## config.mk

```make
export PLATFORM = sky130hd
export DESIGN_NAME = multi_timer_bank_core
export DESIGN_NICKNAME = d
export VERILOG_FILES = /design/src/rtl/mtb_pkg.sv /design/src/rtl/mtb_front.sv /design/src/rtl/mtb_back.sv /design/src/rtl/multi_timer_bank_core.sv
export SDC_FILE = /design/constraint.sdc
export NUM_CORES = 1
export LEC_CHECK = 0
export ABC_AREA = 1
export BUFFER_PORTS_ARGS = -buffer_cell sky130_fd_sc_hd__buf_2
export CORE_AREA = 2 2 341 343
export CTS_CLUSTER_DIAMETER = 50
export CTS_CLUSTER_SIZE = 10
export DETAILED_ROUTE_END_ITERATION = 6
export DIE_AREA = 0 0 343 345
export PLACE_DENSITY = 0.42
export SLEW_MARGIN = 15
export SYNTH_ARGS = -nofsm -noshare
export SYNTH_HDL_FRONTEND = slang
export SYNTH_SLANG_ARGS = --single-unit
```

## constraint.sdc

```tcl
create_clock -name clk -period 9.18 [get_ports clk]
set_input_delay 1.836 -clock clk [delete_from_list [all_inputs] [get_ports clk]]
set_output_delay 1.836 -clock clk [all_outputs]
set_load 0.005 [all_outputs]
```

## src/rtl/mtb_pkg.sv

```systemverilog
`timescale 1ns / 1ps
// ============================================================================
// mtb_pkg
// Shared types and constants for the timer bank: request and response
// payloads, the command passed from front to back, and back-end state codes.
// ============================================================================

package mtb_pkg;

    // Default number of timers in the bank
    localparam int TIMER_COUNT_DEF = 8;

    // Fixed field widths
    localparam int TICK_W = 32;
    localparam int ID_W   = 3;
    localparam int FUNC_W = 2;

    // Command queue between front and back
    localparam int QUEUE_DEPTH = 2;

    // Response kinds
    localparam logic KIND_ALLOC  = 1'b0;
    localparam logic KIND_EXPIRY = 1'b1;

    // Operation codes carried in the func field
    typedef enum logic [FUNC_W-1:0] {
        OP_TICK    = 2'd0,
        OP_ALLOC   = 2'd1,
        OP_START   = 2'd2,
        OP_PROCESS = 2'd3
    } op_t;

    // Request payload
    typedef struct packed {
        logic [FUNC_W-1:0] func;
        logic [ID_W-1:0]   timer_index;
        logic [TICK_W-1:0] period_ticks;
        logic              repeat_mode;
    } req_t;

    // Response payload
    typedef struct packed {
        logic            reply_kind;
        logic [ID_W-1:0] timer_id;
        logic            alloc_ok;
        logic            last_of_run;
    } rsp_t;

    // Decoded command handed from front to back
    typedef struct packed {
        op_t               op;
        logic              idx_in_range;
        logic [ID_W-1:0]   idx;
        logic [TICK_W-1:0] period;
        logic              cont;
    } cmd_t;

    // Per-timer settings held in memory
    typedef struct packed {
        logic              cont;
        logic [TICK_W-1:0] period;
    } tmr_cfg_t;

    // Back-end sequencer states
    typedef enum logic [1:0] {
        BK_IDLE,
        BK_READ,
        BK_CHECK,
        BK_FLUSH
    } bk_state_t;

    // Back-end status visible to the top level
    typedef struct packed {
        bk_state_t state;
        logic      pend_valid;
    } bk_stat_t;

endpackage

```

## src/rtl/mtb_front.sv

```systemverilog
`timescale 1ns / 1ps
// ============================================================================
// mtb_front
// Accepts requests, decodes the operation and range-checks the timer index,
// and buffers the decoded commands in a short queue for the back end.
// ============================================================================

module mtb_front #(
    parameter int TIMER_COUNT = mtb_pkg::TIMER_COUNT_DEF
) (
    input  logic           clk,
    input  logic           rst_n,
    input  logic           req_valid,
    output logic           req_ready,
    input  mtb_pkg::req_t  req_data,
    output logic           cmd_valid,
    output mtb_pkg::cmd_t  cmd,
    input  logic           cmd_pop
);

    localparam int PW = (mtb_pkg::QUEUE_DEPTH > 1) ? $clog2(mtb_pkg::QUEUE_DEPTH) : 1;
    localparam int NW = $clog2(mtb_pkg::QUEUE_DEPTH + 1);
    localparam logic [PW-1:0] LAST_SLOT = PW'(mtb_pkg::QUEUE_DEPTH - 1);
    localparam logic [NW-1:0] FULL_CNT  = NW'(mtb_pkg::QUEUE_DEPTH);

    mtb_pkg::cmd_t  q_mem [mtb_pkg::QUEUE_DEPTH];
    mtb_pkg::cmd_t  dec_cmd;
    logic [PW-1:0]  wr_ptr_reg, wr_ptr_next;
    logic [PW-1:0]  rd_ptr_reg, rd_ptr_next;
    logic [NW-1:0]  count_reg, count_next;
    logic           push;

    // Decode the incoming request
    always_comb
    begin
        dec_cmd.op           = mtb_pkg::op_t'(req_data.func);
        dec_cmd.idx_in_range = (32'(req_data.timer_index) < 32'(TIMER_COUNT));
        dec_cmd.idx          = req_data.timer_index;
        dec_cmd.period       = req_data.period_ticks;
        dec_cmd.cont         = req_data.repeat_mode;
    end

    assign req_ready = (count_reg != FULL_CNT);
    assign push      = req_valid && req_ready;
    assign cmd_valid = (count_reg != '0);
    assign cmd       = q_mem[rd_ptr_reg];

    // Queue pointers and fill count
    always_comb
    begin
        wr_ptr_next = wr_ptr_reg;
        rd_ptr_next = rd_ptr_reg;
        count_next  = count_reg;
        if (push)
        begin
            wr_ptr_next = (wr_ptr_reg == LAST_SLOT) ? '0 : wr_ptr_reg + 1'b1;
        end
        if (cmd_pop)
        begin
            rd_ptr_next = (rd_ptr_reg == LAST_SLOT) ? '0 : rd_ptr_reg + 1'b1;
        end
        if (push && !cmd_pop)
        begin
            count_next = count_reg + 1'b1;
        end
        else if (!push && cmd_pop)
        begin
            count_next = count_reg - 1'b1;
        end
    end

    always_ff @(posedge clk or negedge rst_n)
    begin
        if (!rst_n)
        begin
            wr_ptr_reg <= '0;
            rd_ptr_reg <= '0;
            count_reg  <= '0;
        end
        else
        begin
            wr_ptr_reg <= wr_ptr_next;
            rd_ptr_reg <= rd_ptr_next;
            count_reg  <= count_next;
        end
    end

    // Queue storage
    always_ff @(posedge clk)
    begin
        if (push)
        begin
            q_mem[wr_ptr_reg] <= dec_cmd;
        end
    end

endmodule

```

## src/rtl/mtb_back.sv

```systemverilog
`timescale 1ns / 1ps
// ============================================================================
// mtb_back
// Executes decoded commands: tick count, allocation, timer start, and the
// expiry scan, which walks the timer memories one entry at a time and
// drives the response register.
// ============================================================================

module mtb_back #(
    parameter int TIMER_COUNT = mtb_pkg::TIMER_COUNT_DEF
) (
    input  logic              clk,
    input  logic              rst_n,
    input  logic              cmd_valid,
    input  mtb_pkg::cmd_t     cmd,
    output logic              cmd_pop,
    output logic              rsp_valid,
    input  logic              rsp_ready,
    output mtb_pkg::rsp_t     rsp_data,
    output mtb_pkg::bk_stat_t stat
);

    localparam int IW = (TIMER_COUNT > 1) ? $clog2(TIMER_COUNT) : 1;
    localparam int CW = $clog2(TIMER_COUNT + 1);
    localparam int XW = (CW > mtb_pkg::ID_W) ? CW : mtb_pkg::ID_W;
    localparam logic [CW-1:0] FULL_COUNT = CW'(TIMER_COUNT);

    // Timer memories
    logic [mtb_pkg::TICK_W-1:0] stamp_mem [TIMER_COUNT];
    mtb_pkg::tmr_cfg_t          cfg_mem   [TIMER_COUNT];
    logic [mtb_pkg::TICK_W-1:0] stamp_rd_reg;
    mtb_pkg::tmr_cfg_t          cfg_rd_reg;

    mtb_pkg::bk_state_t         state_reg, state_next;
    logic [mtb_pkg::TICK_W-1:0] now_reg, now_next;
    logic [CW-1:0]              used_reg, used_next;
    logic [CW-1:0]              scan_reg, scan_next;
    logic [TIMER_COUNT-1:0]     running_reg, running_next;
    logic                       pend_valid_reg, pend_valid_next;
    logic [mtb_pkg::ID_W-1:0]   pend_id_reg, pend_id_next;
    logic                       rsp_valid_reg, rsp_valid_next;
    mtb_pkg::rsp_t              rsp_data_reg, rsp_data_next;

    logic                       stamp_we;
    logic [IW-1:0]              stamp_waddr;
    logic [mtb_pkg::TICK_W-1:0] stamp_wdata;
    logic                       cfg_we;
    mtb_pkg::tmr_cfg_t          cfg_wdata;
    logic                       rd_en;

    logic [XW-1:0]              cmd_idx_x;
    logic [XW-1:0]              used_x;
    logic [XW-1:0]              scan_x;
    logic [IW-1:0]              cmd_idx;
    logic [IW-1:0]              scan_idx;
    logic                       start_ok;
    logic                       out_free;
    logic [mtb_pkg::TICK_W-1:0] elapsed;
    logic                       expired;

    assign cmd_idx_x = XW'(cmd.idx);
    assign used_x    = XW'(used_reg);
    assign scan_x    = XW'(scan_reg);
    assign cmd_idx   = cmd_idx_x[IW-1:0];
    assign scan_idx  = scan_x[IW-1:0];
    assign start_ok  = cmd.idx_in_range && (cmd_idx_x < used_x);
    assign out_free  = !rsp_valid_reg || rsp_ready;

    // Modular elapsed time against the stored period
    assign elapsed = now_reg - stamp_rd_reg;
    assign expired = (elapsed >= cfg_rd_reg.period);

    assign rsp_valid       = rsp_valid_reg;
    assign rsp_data        = rsp_data_reg;
    assign stat.state      = state_reg;
    assign stat.pend_valid = pend_valid_reg;

    // Sequencer: next state, memory controls and response loading
    always_comb
    begin
        state_next      = state_reg;
        now_next        = now_reg;
        used_next       = used_reg;
        scan_next       = scan_reg;
        running_next    = running_reg;
        pend_valid_next = pend_valid_reg;
        pend_id_next    = pend_id_reg;
        rsp_valid_next  = rsp_valid_reg && !rsp_ready;
        rsp_data_next   = rsp_data_reg;
        cmd_pop         = 1'b0;
        stamp_we        = 1'b0;
        stamp_waddr     = cmd_idx;
        stamp_wdata     = now_reg;
        cfg_we          = 1'b0;
        cfg_wdata.cont  = cmd.cont;
        cfg_wdata.period = cmd.period;
        rd_en           = 1'b0;

        unique case (state_reg)
            mtb_pkg::BK_IDLE:
            begin
                if (cmd_valid)
                begin
                    unique case (cmd.op)
                        mtb_pkg::OP_TICK:
                        begin
                            now_next = now_reg + 1'b1;
                            cmd_pop  = 1'b1;
                        end
                        mtb_pkg::OP_ALLOC:
                        begin
                            if (out_free)
                            begin
                                cmd_pop                   = 1'b1;
                                rsp_valid_next            = 1'b1;
                                rsp_data_next.reply_kind  = mtb_pkg::KIND_ALLOC;
                                rsp_data_next.last_of_run = 1'b1;
                                if (used_reg == FULL_COUNT)
                                begin
                                    rsp_data_next.timer_id = '0;
                                    rsp_data_next.alloc_ok = 1'b0;
                                end
                                else
                                begin
                                    rsp_data_next.timer_id = used_x[mtb_pkg::ID_W-1:0];
                                    rsp_data_next.alloc_ok = 1'b1;
                                    used_next              = used_reg + 1'b1;
                                end
                            end
                        end
                        mtb_pkg::OP_START:
                        begin
                            cmd_pop = 1'b1;
                            if (start_ok)
                            begin
                                stamp_we              = 1'b1;
                                cfg_we                = 1'b1;
                                running_next[cmd_idx] = 1'b1;
                            end
                        end
                        mtb_pkg::OP_PROCESS:
                        begin
                            cmd_pop         = 1'b1;
                            scan_next       = '0;
                            pend_valid_next = 1'b0;
                            state_next      = mtb_pkg::BK_READ;
                        end
                        default:
                        begin
                            cmd_pop = 1'b0;
                        end
                    endcase
                end
            end

            // Skip stopped timers, fetch running ones
            mtb_pkg::BK_READ:
            begin
                if (scan_reg >= used_reg)
                begin
                    state_next = mtb_pkg::BK_FLUSH;
                end
                else if (running_reg[scan_idx])
                begin
                    rd_en      = 1'b1;
                    state_next = mtb_pkg::BK_CHECK;
                end
                else
                begin
                    scan_next = scan_reg + 1'b1;
                end
            end

            // Compare; a found expiry releases the one held before it
            mtb_pkg::BK_CHECK:
            begin
                if (!expired)
                begin
                    scan_next  = scan_reg + 1'b1;
                    state_next = mtb_pkg::BK_READ;
                end
                else if (!pend_valid_reg || out_free)
                begin
                    if (pend_valid_reg)
                    begin
                        rsp_valid_next            = 1'b1;
                        rsp_data_next.reply_kind  = mtb_pkg::KIND_EXPIRY;
                        rsp_data_next.timer_id    = pend_id_reg;
                        rsp_data_next.alloc_ok    = 1'b0;
                        rsp_data_next.last_of_run = 1'b0;
                    end
                    pend_valid_next = 1'b1;
                    pend_id_next    = scan_x[mtb_pkg::ID_W-1:0];
                    if (cfg_rd_reg.cont)
                    begin
                        stamp_we    = 1'b1;
                        stamp_waddr = scan_idx;
                    end
                    else
                    begin
                        running_next[scan_idx] = 1'b0;
                    end
                    scan_next  = scan_reg + 1'b1;
                    state_next = mtb_pkg::BK_READ;
                end
            end

            // Release the final expiry, marked last
            mtb_pkg::BK_FLUSH:
            begin
                if (!pend_valid_reg)
                begin
                    state_next = mtb_pkg::BK_IDLE;
                end
                else if (out_free)
                begin
                    rsp_valid_next            = 1'b1;
                    rsp_data_next.reply_kind  = mtb_pkg::KIND_EXPIRY;
                    rsp_data_next.timer_id    = pend_id_reg;
                    rsp_data_next.alloc_ok    = 1'b0;
                    rsp_data_next.last_of_run = 1'b1;
                    pend_valid_next           = 1'b0;
                    state_next                = mtb_pkg::BK_IDLE;
                end
            end

            default:
            begin
                state_next = mtb_pkg::BK_IDLE;
            end
        endcase
    end

    // Control registers
    always_ff @(posedge clk or negedge rst_n)
    begin
        if (!rst_n)
        begin
            state_reg      <= mtb_pkg::BK_IDLE;
            now_reg        <= '0;
            used_reg       <= '0;
            scan_reg       <= '0;
            running_reg    <= '0;
            pend_valid_reg <= 1'b0;
            rsp_valid_reg  <= 1'b0;
        end
        else
        begin
            state_reg      <= state_next;
            now_reg        <= now_next;
            used_reg       <= used_next;
            scan_reg       <= scan_next;
            running_reg    <= running_next;
            pend_valid_reg <= pend_valid_next;
            rsp_valid_reg  <= rsp_valid_next;
        end
    end

    // Payload registers
    always_ff @(posedge clk)
    begin
        pend_id_reg  <= pend_id_next;
        rsp_data_reg <= rsp_data_next;
    end

    // Stamp memory: one write port, one registered read port
    always_ff @(posedge clk)
    begin
        if (stamp_we)
        begin
            stamp_mem[stamp_waddr] <= stamp_wdata;
        end
        if (rd_en)
        begin
            stamp_rd_reg <= stamp_mem[scan_idx];
        end
    end

    // Period and mode memory
    always_ff @(posedge clk)
    begin
        if (cfg_we)
        begin
            cfg_mem[cmd_idx] <= cfg_wdata;
        end
        if (rd_en)
        begin
            cfg_rd_reg <= cfg_mem[scan_idx];
        end
    end

endmodule

```

## src/rtl/multi_timer_bank_core.sv

```systemverilog
`timescale 1ns / 1ps
// ============================================================================
// multi_timer_bank_core
// Bank of software timers on one wrapping 32-bit tick count: tick, allocate,
// start and expiry-process requests, with one response per allocation and
// per expired timer.
// ============================================================================
//
//  Channel   Signals                          Direction  Payload
//  -------   -------------------------------  ---------  ----------------------
//  request   req_valid / req_ready / req_data  in         func, index, period, mode
//  response  rsp_valid / rsp_ready / rsp_data  out        kind, id, ok, last flag
//
//  Tick, start and allocate execute in the back end once at the head of the
//  two-entry command queue; allocate waits for a free response slot.
//  Process walks the allocated timers, skipping stopped ones and reading running
//  ones through the registered read port of the timer memories; an expiry that
//  releases a held one stalls while the response register is full.
//  Reset clears the tick count, allocation count and running flags; the timer
//  memories need no clearing pass.

module multi_timer_bank_core #(
    parameter int TIMER_COUNT = mtb_pkg::TIMER_COUNT_DEF
) (
    input  logic          clk,
    input  logic          rst_n,
    input  logic          req_valid,
    output logic          req_ready,
    input  mtb_pkg::req_t req_data,
    output logic          rsp_valid,
    input  logic          rsp_ready,
    output mtb_pkg::rsp_t rsp_data
);

    logic              cmd_valid;
    logic              cmd_pop;
    mtb_pkg::cmd_t     cmd;
    mtb_pkg::bk_stat_t bk_stat;

    // Request decode and command queue
    mtb_front #(
        .TIMER_COUNT (TIMER_COUNT)
    ) u_front (
        .clk       (clk),
        .rst_n     (rst_n),
        .req_valid (req_valid),
        .req_ready (req_ready),
        .req_data  (req_data),
        .cmd_valid (cmd_valid),
        .cmd       (cmd),
        .cmd_pop   (cmd_pop)
    );

    // Timer state, expiry scan and response register
    mtb_back #(
        .TIMER_COUNT (TIMER_COUNT)
    ) u_back (
        .clk       (clk),
        .rst_n     (rst_n),
        .cmd_valid (cmd_valid),
        .cmd       (cmd),
        .cmd_pop   (cmd_pop),
        .rsp_valid (rsp_valid),
        .rsp_ready (rsp_ready),
        .rsp_data  (rsp_data),
        .stat      (bk_stat)
    );

`ifndef SYNTHESIS
    // Back end never consumes from an empty queue
    a_pop_nonempty: assert property (@(posedge clk) disable iff (!rst_n)
        cmd_pop |-> cmd_valid)
        else $error("command popped from empty queue");

    // An allocation reply always closes its run
    a_alloc_last: assert property (@(posedge clk) disable iff (!rst_n)
        (rsp_valid && rsp_data.reply_kind == mtb_pkg::KIND_ALLOC) |-> rsp_data.last_of_run)
        else $error("allocation reply not marked last");

    // Expiry notices never carry a grant
    a_expiry_ok: assert property (@(posedge clk) disable iff (!rst_n)
        (rsp_valid && rsp_data.reply_kind == mtb_pkg::KIND_EXPIRY) |-> !rsp_data.alloc_ok)
        else $error("expiry notice with alloc_ok set");

    // No expiry is left held once the scan has finished
    a_idle_no_pend: assert property (@(posedge clk) disable iff (!rst_n)
        (bk_stat.state == mtb_pkg::BK_IDLE) |-> !bk_stat.pend_valid)
        else $error("pending expiry lost at end of scan");
`endif

endmodule

```

======== Word-level counts from Yosys, hierarchy flattened ========
Memories as Yosys holds them, arrays and structs flattened. A register that Yosys moved wholly into a read port is not among the register bits.
Index checks and enable logic that the tools add are counted.
operators by class
  mux-type cells .......................... 83
  eq/ne operators ......................... 25
  $lt $le $gt $ge ......................... 7
  bitwise gates (word level) .............. 4
  reductions and logical operators ........ 30
  $add $sub $neg .......................... 8
operator list
  operator                                                    count
  2-to-1 mux 6 bit                                            8
  2-to-1 mux 8 bit                                            6
  2-to-1 mux 1 bit                                            37
  adder 32 x 1 -> 32 bit, second input constant               1
  greater-or-equal comparator 32 bit                          1
  subtractor 32 bit                                           1
  2-to-1 mux 4 bit                                            7
  2-to-1 mux 2 bit                                            10
  case mux 6 bit (3 select lines)                             1
  inequality test 2 bit, second input constant                8
  case mux 8 bit (2 select lines)                             1
  AND reduction 5 bit                                         3
  inequality test 2 x 1 -> 1 bit, second input constant       7
  2-to-1 mux 3 bit                                            4
  case mux 4 bit (3 select lines)                             1
  AND reduction 9 bit                                         1
  adder 4 x 1 -> 4 bit, second input constant                 2
  AND 8 bit                                                   1
  equality test 2 bit, second input constant                  4
  less-than comparator 3 x 4 -> 1 bit, second input constant  2
  inverter 8 bit                                              1
  bitwise OR 8 bit                                            1
  case mux 2 bit (4 select lines)                             1
  AND reduction 7 bit                                         1
  25 further kinds                                            47
word-level totals
  bits in registers ....................... 65
  logic and storage cells ................. 175
  RAM bits ................................ 596
  memories kept ........................... 3
  output and inout bits ................... 8
  bits of input ports ..................... 42
memory list
  memory            depth  width  rd ports  clocked after memory_dff  write ports  RTL line         source
  u_back.cfg_mem    8      33     1         1                         1            mtb_back.sv:30   mtb_pkg::tmr_cfg_t cfg_mem [TIMER_COUNT];
  u_back.stamp_mem  8      32     1         1                         1            mtb_back.sv:29   logic [mtb_pkg::TICK_W-1:0] stamp_mem [TIMER_COUNT];
  u_front.q_mem     2      38     1         0                         1            mtb_front.sv:26  mtb_pkg::cmd_t q_mem [mtb_pkg::QUEUE_DEPTH];

======== Logic depth before layout (Yosys ltp) ========
Gate-level depths: netlist of the first run.
  depth after elaboration ................. 10
  mapped depth ............................ 28

======== Modules after synthesis ========
From an unflattened synthesis of the first run, not the netlist that was laid out.
second synthesis, totals
  cells, all modules ...................... 2181
  area, all modules ....................... 29947.5 sq um
by module, submodules not included
  module     area each (sq um)  times used  cells each
  mtb_back   26937.1            1           2035
  mtb_front  3010.4             1           146

======== Worst setup path before layout of the first run ========
OpenSTA, ideal clock, no wires.
  path type ............................... register -> register
  start ................................... register u_front.rd_ptr_reg
  end ..................................... memory u_back.cfg_mem[0][0] (netlist name), enable pin
  required time ........................... 8.671 ns
  path slack .............................. 3.651 ns
  setup time .............................. 0.509 ns
  arrival ................................. 5.021 ns
  stages on the path, launching flop included .. 13
  period minus slack after synthesis ...... 5.529 ns
  cells stage by stage .................... dfrtp_1 -> buf_6 -> inv_4 -> buf_6 -> or2_1 -> o21ai_2 -> inv_2 -> ha_1 -> o21ai_0 -> nand2_1 -> a21oi_1 -> o21ai_2 -> nor4_1
on the way
  word-level cells in the longest chain between the ends .. 9
  elaborated cells on any way between the ends .. 10
ends and longest elaborated chain
  item                                    RTL line         source
  start: declaration                      mtb_front.sv:29  logic [PW-1:0] rd_ptr_reg, rd_ptr_next;
  start signal: assignment                mtb_front.sv:83  rd_ptr_reg <= rd_ptr_next;
  memory read (2 x 38 bit) *              n/a
  less-than comparator 3 x 4 -> 1 bit     mtb_back.sv:66   assign start_ok = cmd.idx_in_range && (cmd_idx_x < used_x);
  logical AND 1 bit                       mtb_back.sv:66
  2-to-1 mux 1 bit                        mtb_back.sv:134  if (start_ok)
  2-to-1 mux 1 bit                        mtb_back.sv:104  unique case (cmd.op)
  2-to-1 mux 1 bit                        mtb_back.sv:102  if (cmd_valid)
  2-to-1 mux 1 bit                        mtb_back.sv:99   unique case (state_reg)
  2-to-1 mux 1 bit                        mtb_back.sv:282  if (cfg_we)
  2-to-1 mux 1 bit (implied by the code)  mtb_back.sv:284  cfg_mem[cmd_idx] <= cfg_wdata;
  end: declaration                        mtb_back.sv:30
Every way passes the cells marked *; elsewhere a longest branch is shown, timed or not.

======== Worst setup path after layout of the first run ========
  start ................................... register u_back.now_reg[6] (netlist name)
  end ..................................... memory u_back.stamp_mem[3][25] (netlist name), enable pin
on the way
  word-level cells in the longest chain between the ends .. 6
  elaborated cells on any way between the ends .. 8
ends and longest elaborated chain
  item                                    RTL line         source
  start: declaration                      mtb_back.sv:35   logic [mtb_pkg::TICK_W-1:0] now_reg, now_next;
  start signal: assignment                mtb_back.sv:250  now_reg <= now_next;
  subtractor 32 bit *                     mtb_back.sv:70   assign elapsed = now_reg - stamp_rd_reg;
  greater-or-equal comparator 32 bit *    mtb_back.sv:71   assign expired = (elapsed >= cfg_rd_reg.period);
  2-to-1 mux 1 bit                        mtb_back.sv:177  if (!expired)
  case mux 1 bit (2 select lines)         mtb_back.sv:99
  2-to-1 mux 1 bit                        mtb_back.sv:269  if (stamp_we)
  2-to-1 mux 1 bit (implied by the code)  mtb_back.sv:271  stamp_mem[stamp_waddr] <= stamp_wdata;
  end: declaration                        mtb_back.sv:29
Marks and branches as above.

==> flow_summary.yaml, run 1 <==
outcome:
  outcome: "finished, final reports clean"
critical_path:
  worst_ep_arrival_time_ns: 5.73
  critical_path_buf_inv_count: 2
  slowest_delay_ns: 0.54
  cp-end-kind: "register"
  crit_path_frequent_cell: "nand2_1"
  cp_slowest_cell: "dfrtp_1"
  path_class: "register to register"
  worst-path-max-fanout: 32
  worst-endpoint-required_ns: 9.45
  critPathTopFamily: "simple AND/OR/NAND/NOR gates"
  crit_path_start_kind: "register"
finish:
  drive_above_1_share_pct: 11.4
  reg_top3: "u_back.cfg_mem x264, u_back.stamp_mem x256, u_front.q_mem x76"
  n_antenna_cell: 0
  regMostFlops: "u_back.cfg_mem"
  stdcell_count: 3911
  largest_reg_flops: 264
  final_cell_mix: "670 x edfxtp_1, 475 x nand2_1, 179 x inv_1"
  fin_nets: 2441
  layout_commonest_cell: "edfxtp_1"
  area_growth_syn_to_layout_pct: 18.2
timing:
  fin_skew_ns: 0.0377
  fmax_mhz: 183
  hold_violations: 0
  maxSlewHeadroom_pct: 31.8
  finalSetupTns_ns: 0
  worst_pin_slew_ns: 1.02
  period_needed_ns: 5.46
  period_share_pct: 59.5
  drv_slew: 0
  rsz0062_at_grt: "no"
  holdWs_ns: 0.472
  final-setup-viol-count: 0
synthesis:
  netlist_area_um2: 29600
  synth_nets: 2325
  syn-instance-count: 2202
  postSynthAreaPerCell_um2: 13.5
  synthTopCellsByArea: "edfxtp_1 68%, nand2_1 6.0%, dfrtp_1 4.7%, ha_1 3.4%, inv_1 2.3%"
  yosysWarningCount: 0
  yosys.area.top_type: "edfxtp_1"
  synth_seq_area_share_pct: 72.6
  yosys.cell_types.count: 51
  yosys.area.top_type_share_pct: 67.9
  synth_seq_cells: 726
floorplanning:
  fp-row-count: 125
  die_w_um: 343
  design.core.area_um2: 115000
  die_h_um: 345
  dieArea_um2: 118000
  top_level_ports: 50
  initial_core_util_pct: 25.8
clocking:
  root_buffer: "clkbuf_16"
  postCtsSetupRepairBufs: 0
  cts_tree: "yes"
  cts_htree_levels: 3
  ctsResizeCount: 0
  clock_path_buffers: 3
  cts.clk_slew.worst_paths_ns: 0.05
  clock_latency_ns: 0.67
  numCtsBuffers: 97
  cts_hold_buffers: 0
  cts_sinks: 726
routing:
  route.detailed.drc: 0
  routed_wl_um: 77700
  via_per_inst: 4.53
  route.vias.total: 17700
  drtIter0Drc: 1297
  ant_nets: 0
  wl_per_cell_um: 19.9
  firstDrtPassIters: 5
power:
  power.leakage_nw: 12.8
  power_density_nw_per_um2: 315
  ir_worst_vdd_mv: 0.153
placement:
  dp_hpwl_um: 45100
  place_inst: 3743
  gp_congestion: 0.818
  io_buffers: 49
global_route:
  antenna_found_initial: 1
  top_usage_layer: "met2"
  grt_pass1_vias: 18300
  grt_max_degree: 52
  grt_pass1_wl_um: 117000
  grt_use_met3_pct: 1.95
  track_usage_pct: 13.1
  grt.met2_usage_pct: 20.9
  gr-usage-met1_pct: 18.5
  globalRouteOverflowTotal: 0
job:
  cap_violations: 0
min_path:
  hold_class: "register to register"
-- power by group --
part / internal [mW] / switching, mW / total, mW
Sequential: 4.35 / 0.171 / 4.52
Clock: 2.18 / 1.43 / 3.61
Combinational: 0.804 / 2.10 / 2.91
Total: 7.34 / 3.70 / 11.0
-- tightest hold or removal path, stage by stage (launching register included) --
cell	delay (ns)
dfrtp_1	0.34
nand2_1	0.05
nand2_1	0.05
-- per-layer routing --
metal / vias up / part of all wire [%] / routed length, µm
li1: 8315 / - / -
met1: 8938 / 47 / 36900
met2: 366 / 47 / 36300
met3: 114 / 3.7 / 2870
met4: 0 / 2.2 / 1690
met5: - / 0 / 0
-- metrics by stage --
step / area [µm²] / setup WS (ns) / total power, mW / util (%)
2_1_floorplan: 29600 / 3.65 / 6.39 / -
4_1_cts: 35000 / 3.63 / 11.2 / 30.4
3_5_place_dp: 31900 / 3.68 / 7.55 / 27.7
5_1_grt: 35000 / 3.15 / 11.7 / 30.4
6_report: 35000 / 3.72 / 11.0 / 30.4
3_3_place_gp: 31900 / 3.75 / 7.49 / 27.7
-- Yosys cell counts (all sizes together) --
cell type,instances
o21bai,5
edfxtp,670
ha,80
nand2,479
xor2,41
clkinv,3
inv,191
o2111ai,1
a22o,33
dfrtp,56
a221oi,66
nor2,83
or2,3
a21o,8
or3,1
o21a,3
buf,19
nor3,16
nor4,13
o211ai,3
nand3,63
clkbuf,50
o221ai,1
o31ai,1
a22oi,80
o21ai,60
nand3b,1
a21boi,4
xnor2,23
nand4,74
fa,1
a31oi,8
a211oi,1
a21oi,61
-- logic make-up (layout without fill, tap and decap cells) --
group           count (synthesis)  in the layout  synth area share (%)
xor+xnor                       64             64                  1.89
flops                         726            726                  72.6
buf+inv                       263            448                  3.42
simple gates                  733            733                  10.7
fa+ha+maj                      81             81                  3.44
compound gates                335            335                  7.94
-- path summary, 6_finish.rpt --
kind / start / endpoint / slack [ns] / depth (start not counted)
min in group asynchronous: rst_n / u_front.count_reg[1] / 0.98 / 1
max in group asynchronous: rst_n / u_back.now_reg[18] / 7.15 / 2
setup reg to reg: u_back.now_reg[6] / u_back.stamp_mem[3][25] / 3.72 / 25
hold / removal: u_back.running_reg[4] / u_back.running_reg[4] / 0.47 / 2
hold reg to reg: u_back.running_reg[4] / u_back.running_reg[4] / 0.47 / 2
setup / recovery: u_back.now_reg[6] / u_back.stamp_mem[3][25] / 3.72 / 25
-- cell type report --
| cell class | instances | area (µm²) |
|---|---|---|
| sequential | 726 | 21500 |
| inverter | 194 | 732 |
| clock inverter | 37 | 529 |
| multi-input combinational | 1213 | 7250 |
| fill | 11600 | 80100 |
| clock buffer | 131 | 2570 |
| tap | 1524 | 1910 |
| timing repair buffer | 86 | 523 |
No activity file was read; power rests on OpenSTA's default activity.
==> inputs of run 2 (changes only) <==
PLACE_DENSITY = 0.43   (was 0.42)
clock period = 4.43 ns   (was 9.18 ns; I/O delays follow)
==> flow_summary.yaml, run 2 (synthesized netlist as in run 1, its figures left out) <==
outcome:
  outcome: "finished, final reports clean"
clocking:
  root_buffer: "clkbuf_16"
  cts_htree_levels: 3
  clock_path_buffers: 3
  cts_tree: "yes"
  numCtsBuffers: 93
  cts_sinks: 726
  cts_hold_buffers: 0
  cts.clk_slew.worst_paths_ns: 0.05
  clock_latency_ns: 0.67
routing:
  drtIter0Drc: 1271
  routed_wl_um: 83300
  via_per_inst: 4.56
  firstDrtPassIters: 5
  ant_nets: 0
  route.detailed.drc: 0
  route.vias.total: 18400
  wl_per_cell_um: 20.7
floorplanning:
  fp-row-count: 125
  top_level_ports: 50
  die_w_um: 343
  die_h_um: 345
  design.core.area_um2: 115000
  initial_core_util_pct: 25.8
  dieArea_um2: 118000
timing:
  hold_violations: 0
  maxSlewHeadroom_pct: 33.0
  fmax_mhz: 235
  final-setup-viol-count: 0
  period_needed_ns: 4.26
  rsz0062_at_grt: "yes"
  finalSetupTns_ns: 0
  drv_slew: 0
  worst_pin_slew_ns: 1.01
  fin_skew_ns: 0.0302
  period_share_pct: 96.3
finish:
  postLayoutCellArea_um2: 37100
  largest_reg_flops: 264
  fill_cells: 11500
  layout_commonest_cell: "edfxtp_1"
  area_growth_syn_to_layout_pct: 25.1
  n_antenna_cell: 0
  reg_top3: "u_back.cfg_mem x264, u_back.stamp_mem x256, u_front.q_mem x76"
  regMostFlops: "u_back.cfg_mem"
  fin_nets: 2583
  drive_above_1_share_pct: 19.5
  final_cell_mix: "670 x edfxtp_1, 453 x nand2_1, 169 x inv_1"
  seq_area_um2: 21500
  multi_input_area_um2: 7640
placement:
  gp_congestion: 0.809
  place_area_um2: 33100
  dp_hpwl_um: 51300
  io_buffers: 49
critical_path:
  worst-endpoint-required_ns: 4.79
  reg2reg_to: "u_back.stamp_mem[5][29]"
  critPathTopFamily: "simple AND/OR/NAND/NOR gates"
  critical_path_buf_inv_count: 6
  cp-end-kind: "register"
  r2r-start: "u_back.now_reg[21]"
  crit_path_frequent_cell: "nand2_1"
  crit_path_start_kind: "register"
  worst_ep_arrival_time_ns: 4.62
  path_class: "register to register"
  r2r_slack_ns: 0.17
  cp_slowest_cell: "dfrtp_1"
  worst-path-max-fanout: 8
  slowest_delay_ns: 0.43
  cp_num_cells: 25
  r2r_cells: 25
min_path:
  hold_class: "input port to asynchronous set/reset pin"
global_route:
  grt_pass1_wl_um: 121000
  grt_pass1_vias: 18800
  antenna_found_initial: 0
  track_usage_pct: 13.6
  grt_max_degree: 42
  globalRouteOverflowTotal: 0
power:
  ir_worst_vdd_mv: 0.363
  power.leakage_nw: 13.7
  intPower_mw: 15.8
  pwr-share-clk_pct: 30.2
  p_sw_mw: 8.02
  switching_share_pct: 33.7
  p_comb_share_pct: 30.6
  pwr-share-seq_pct: 39.2
  power_density_nw_per_um2: 642
  power_mw: 23.8
job:
  cap_violations: 0
-- run 2: cell count changes in the layout (fill, tap and decap cells not counted), sizes merged --
cell | before | now
clkbuf | 131 | 127
buf | 86 | 216
clkinvlp | 5 | 4
inv | 198 | 196
bufinv | 7 | 9
-- run 2: worst register-to-register path, delay by kind of cell (launching register included) --
family / cells / cell delay, ns
buffers and inverters: 6 / 0.80
flip-flops: 1 / 0.43
AO/OA/AOI/OAI: 3 / 0.46
adder cells (fa/ha/maj): 2 / 0.57
AND/OR/NAND/NOR: 14 / 1.72
-- run 2: power by group through the flow --
stage / logic [mW] / registers, mW / clock network (mW)
6_report: 7.29 / 9.34 / 7.18
3_5_place_dp: 6.89 / 9.46 / 0
4_1_cts: 6.97 / 9.34 / 7.35
3_3_place_gp: 6.79 / 9.45 / 0
2_1_floorplan: 3.89 / 9.40 / 0
5_1_grt: 8.08 / 9.41 / 7.63
-- run 2: per-layer routing --
| metal | vias up | GRT usage (%) | share of wire (%) |
|---|---|---|---|
| met2 | 391 | 22.9 | 49 |
| met5 | - | 0 | 0 |
| met3 | 88 | 2.08 | 4.0 |
| met4 | 0 | 3.14 | 1.6 |
| met1 | 9341 | 18.4 | 45 |
| li1 | 8588 | - | - |
-- run 2: worst max path at each step --
stage / start / end / slack, ns
2_1_floorplan: u_front.rd_ptr_reg / u_back.cfg_mem[0][0] / -1.10
3_3_place_gp: u_back.now_reg[1] / u_back.stamp_mem[5][19] / -0.19
3_5_place_dp: u_back.now_reg[1] / u_back.stamp_mem[5][19] / -0.24
4_1_cts: u_back.now_reg[0] / u_back.stamp_mem[5][30] / 0.02
5_1_grt: u_back.stamp_rd_reg[6] / u_back.stamp_mem[5][29] / -0.10
6_report: u_back.now_reg[21] / u_back.stamp_mem[5][29] / 0.17
-- run 2: through the flow --
step	util [%]	std cells	hold WS [ns]	setup slack, ns
after CTS	31.4	4005	0.339	0.0204
after global placement	28.8	3855	0.457	-0.193
after detailed placement	28.8	3855	0.459	-0.235
after global routing	32.2	4036	0.380	-0.104
final	32.2	4036	0.338	0.166
after floorplan	-	2202	0.442	-1.10
-- run 2: area by class of cell --
| class | instances | share of cell area (%) |
|---|---|---|
| Clock buffer | 111 | 6.51 |
| Tap cell | 1524 | 5.14 |
| Timing Repair Buffer | 232 | 6.45 |
| Inverter | 194 | 1.98 |
| Clock inverter | 36 | 1.29 |
| Multi-Input combinational cell | 1213 | 20.6 |
| Sequential cell | 726 | 58.0 |
-- run 2: what timing repair did --
item                                    4_1_cts  5_1_grt
pin swaps                                     1       40
resized for setup                            16      100
endpoints found under the setup margin      256      257
gates cloned                                  1       19
setup buffers                                 2       12
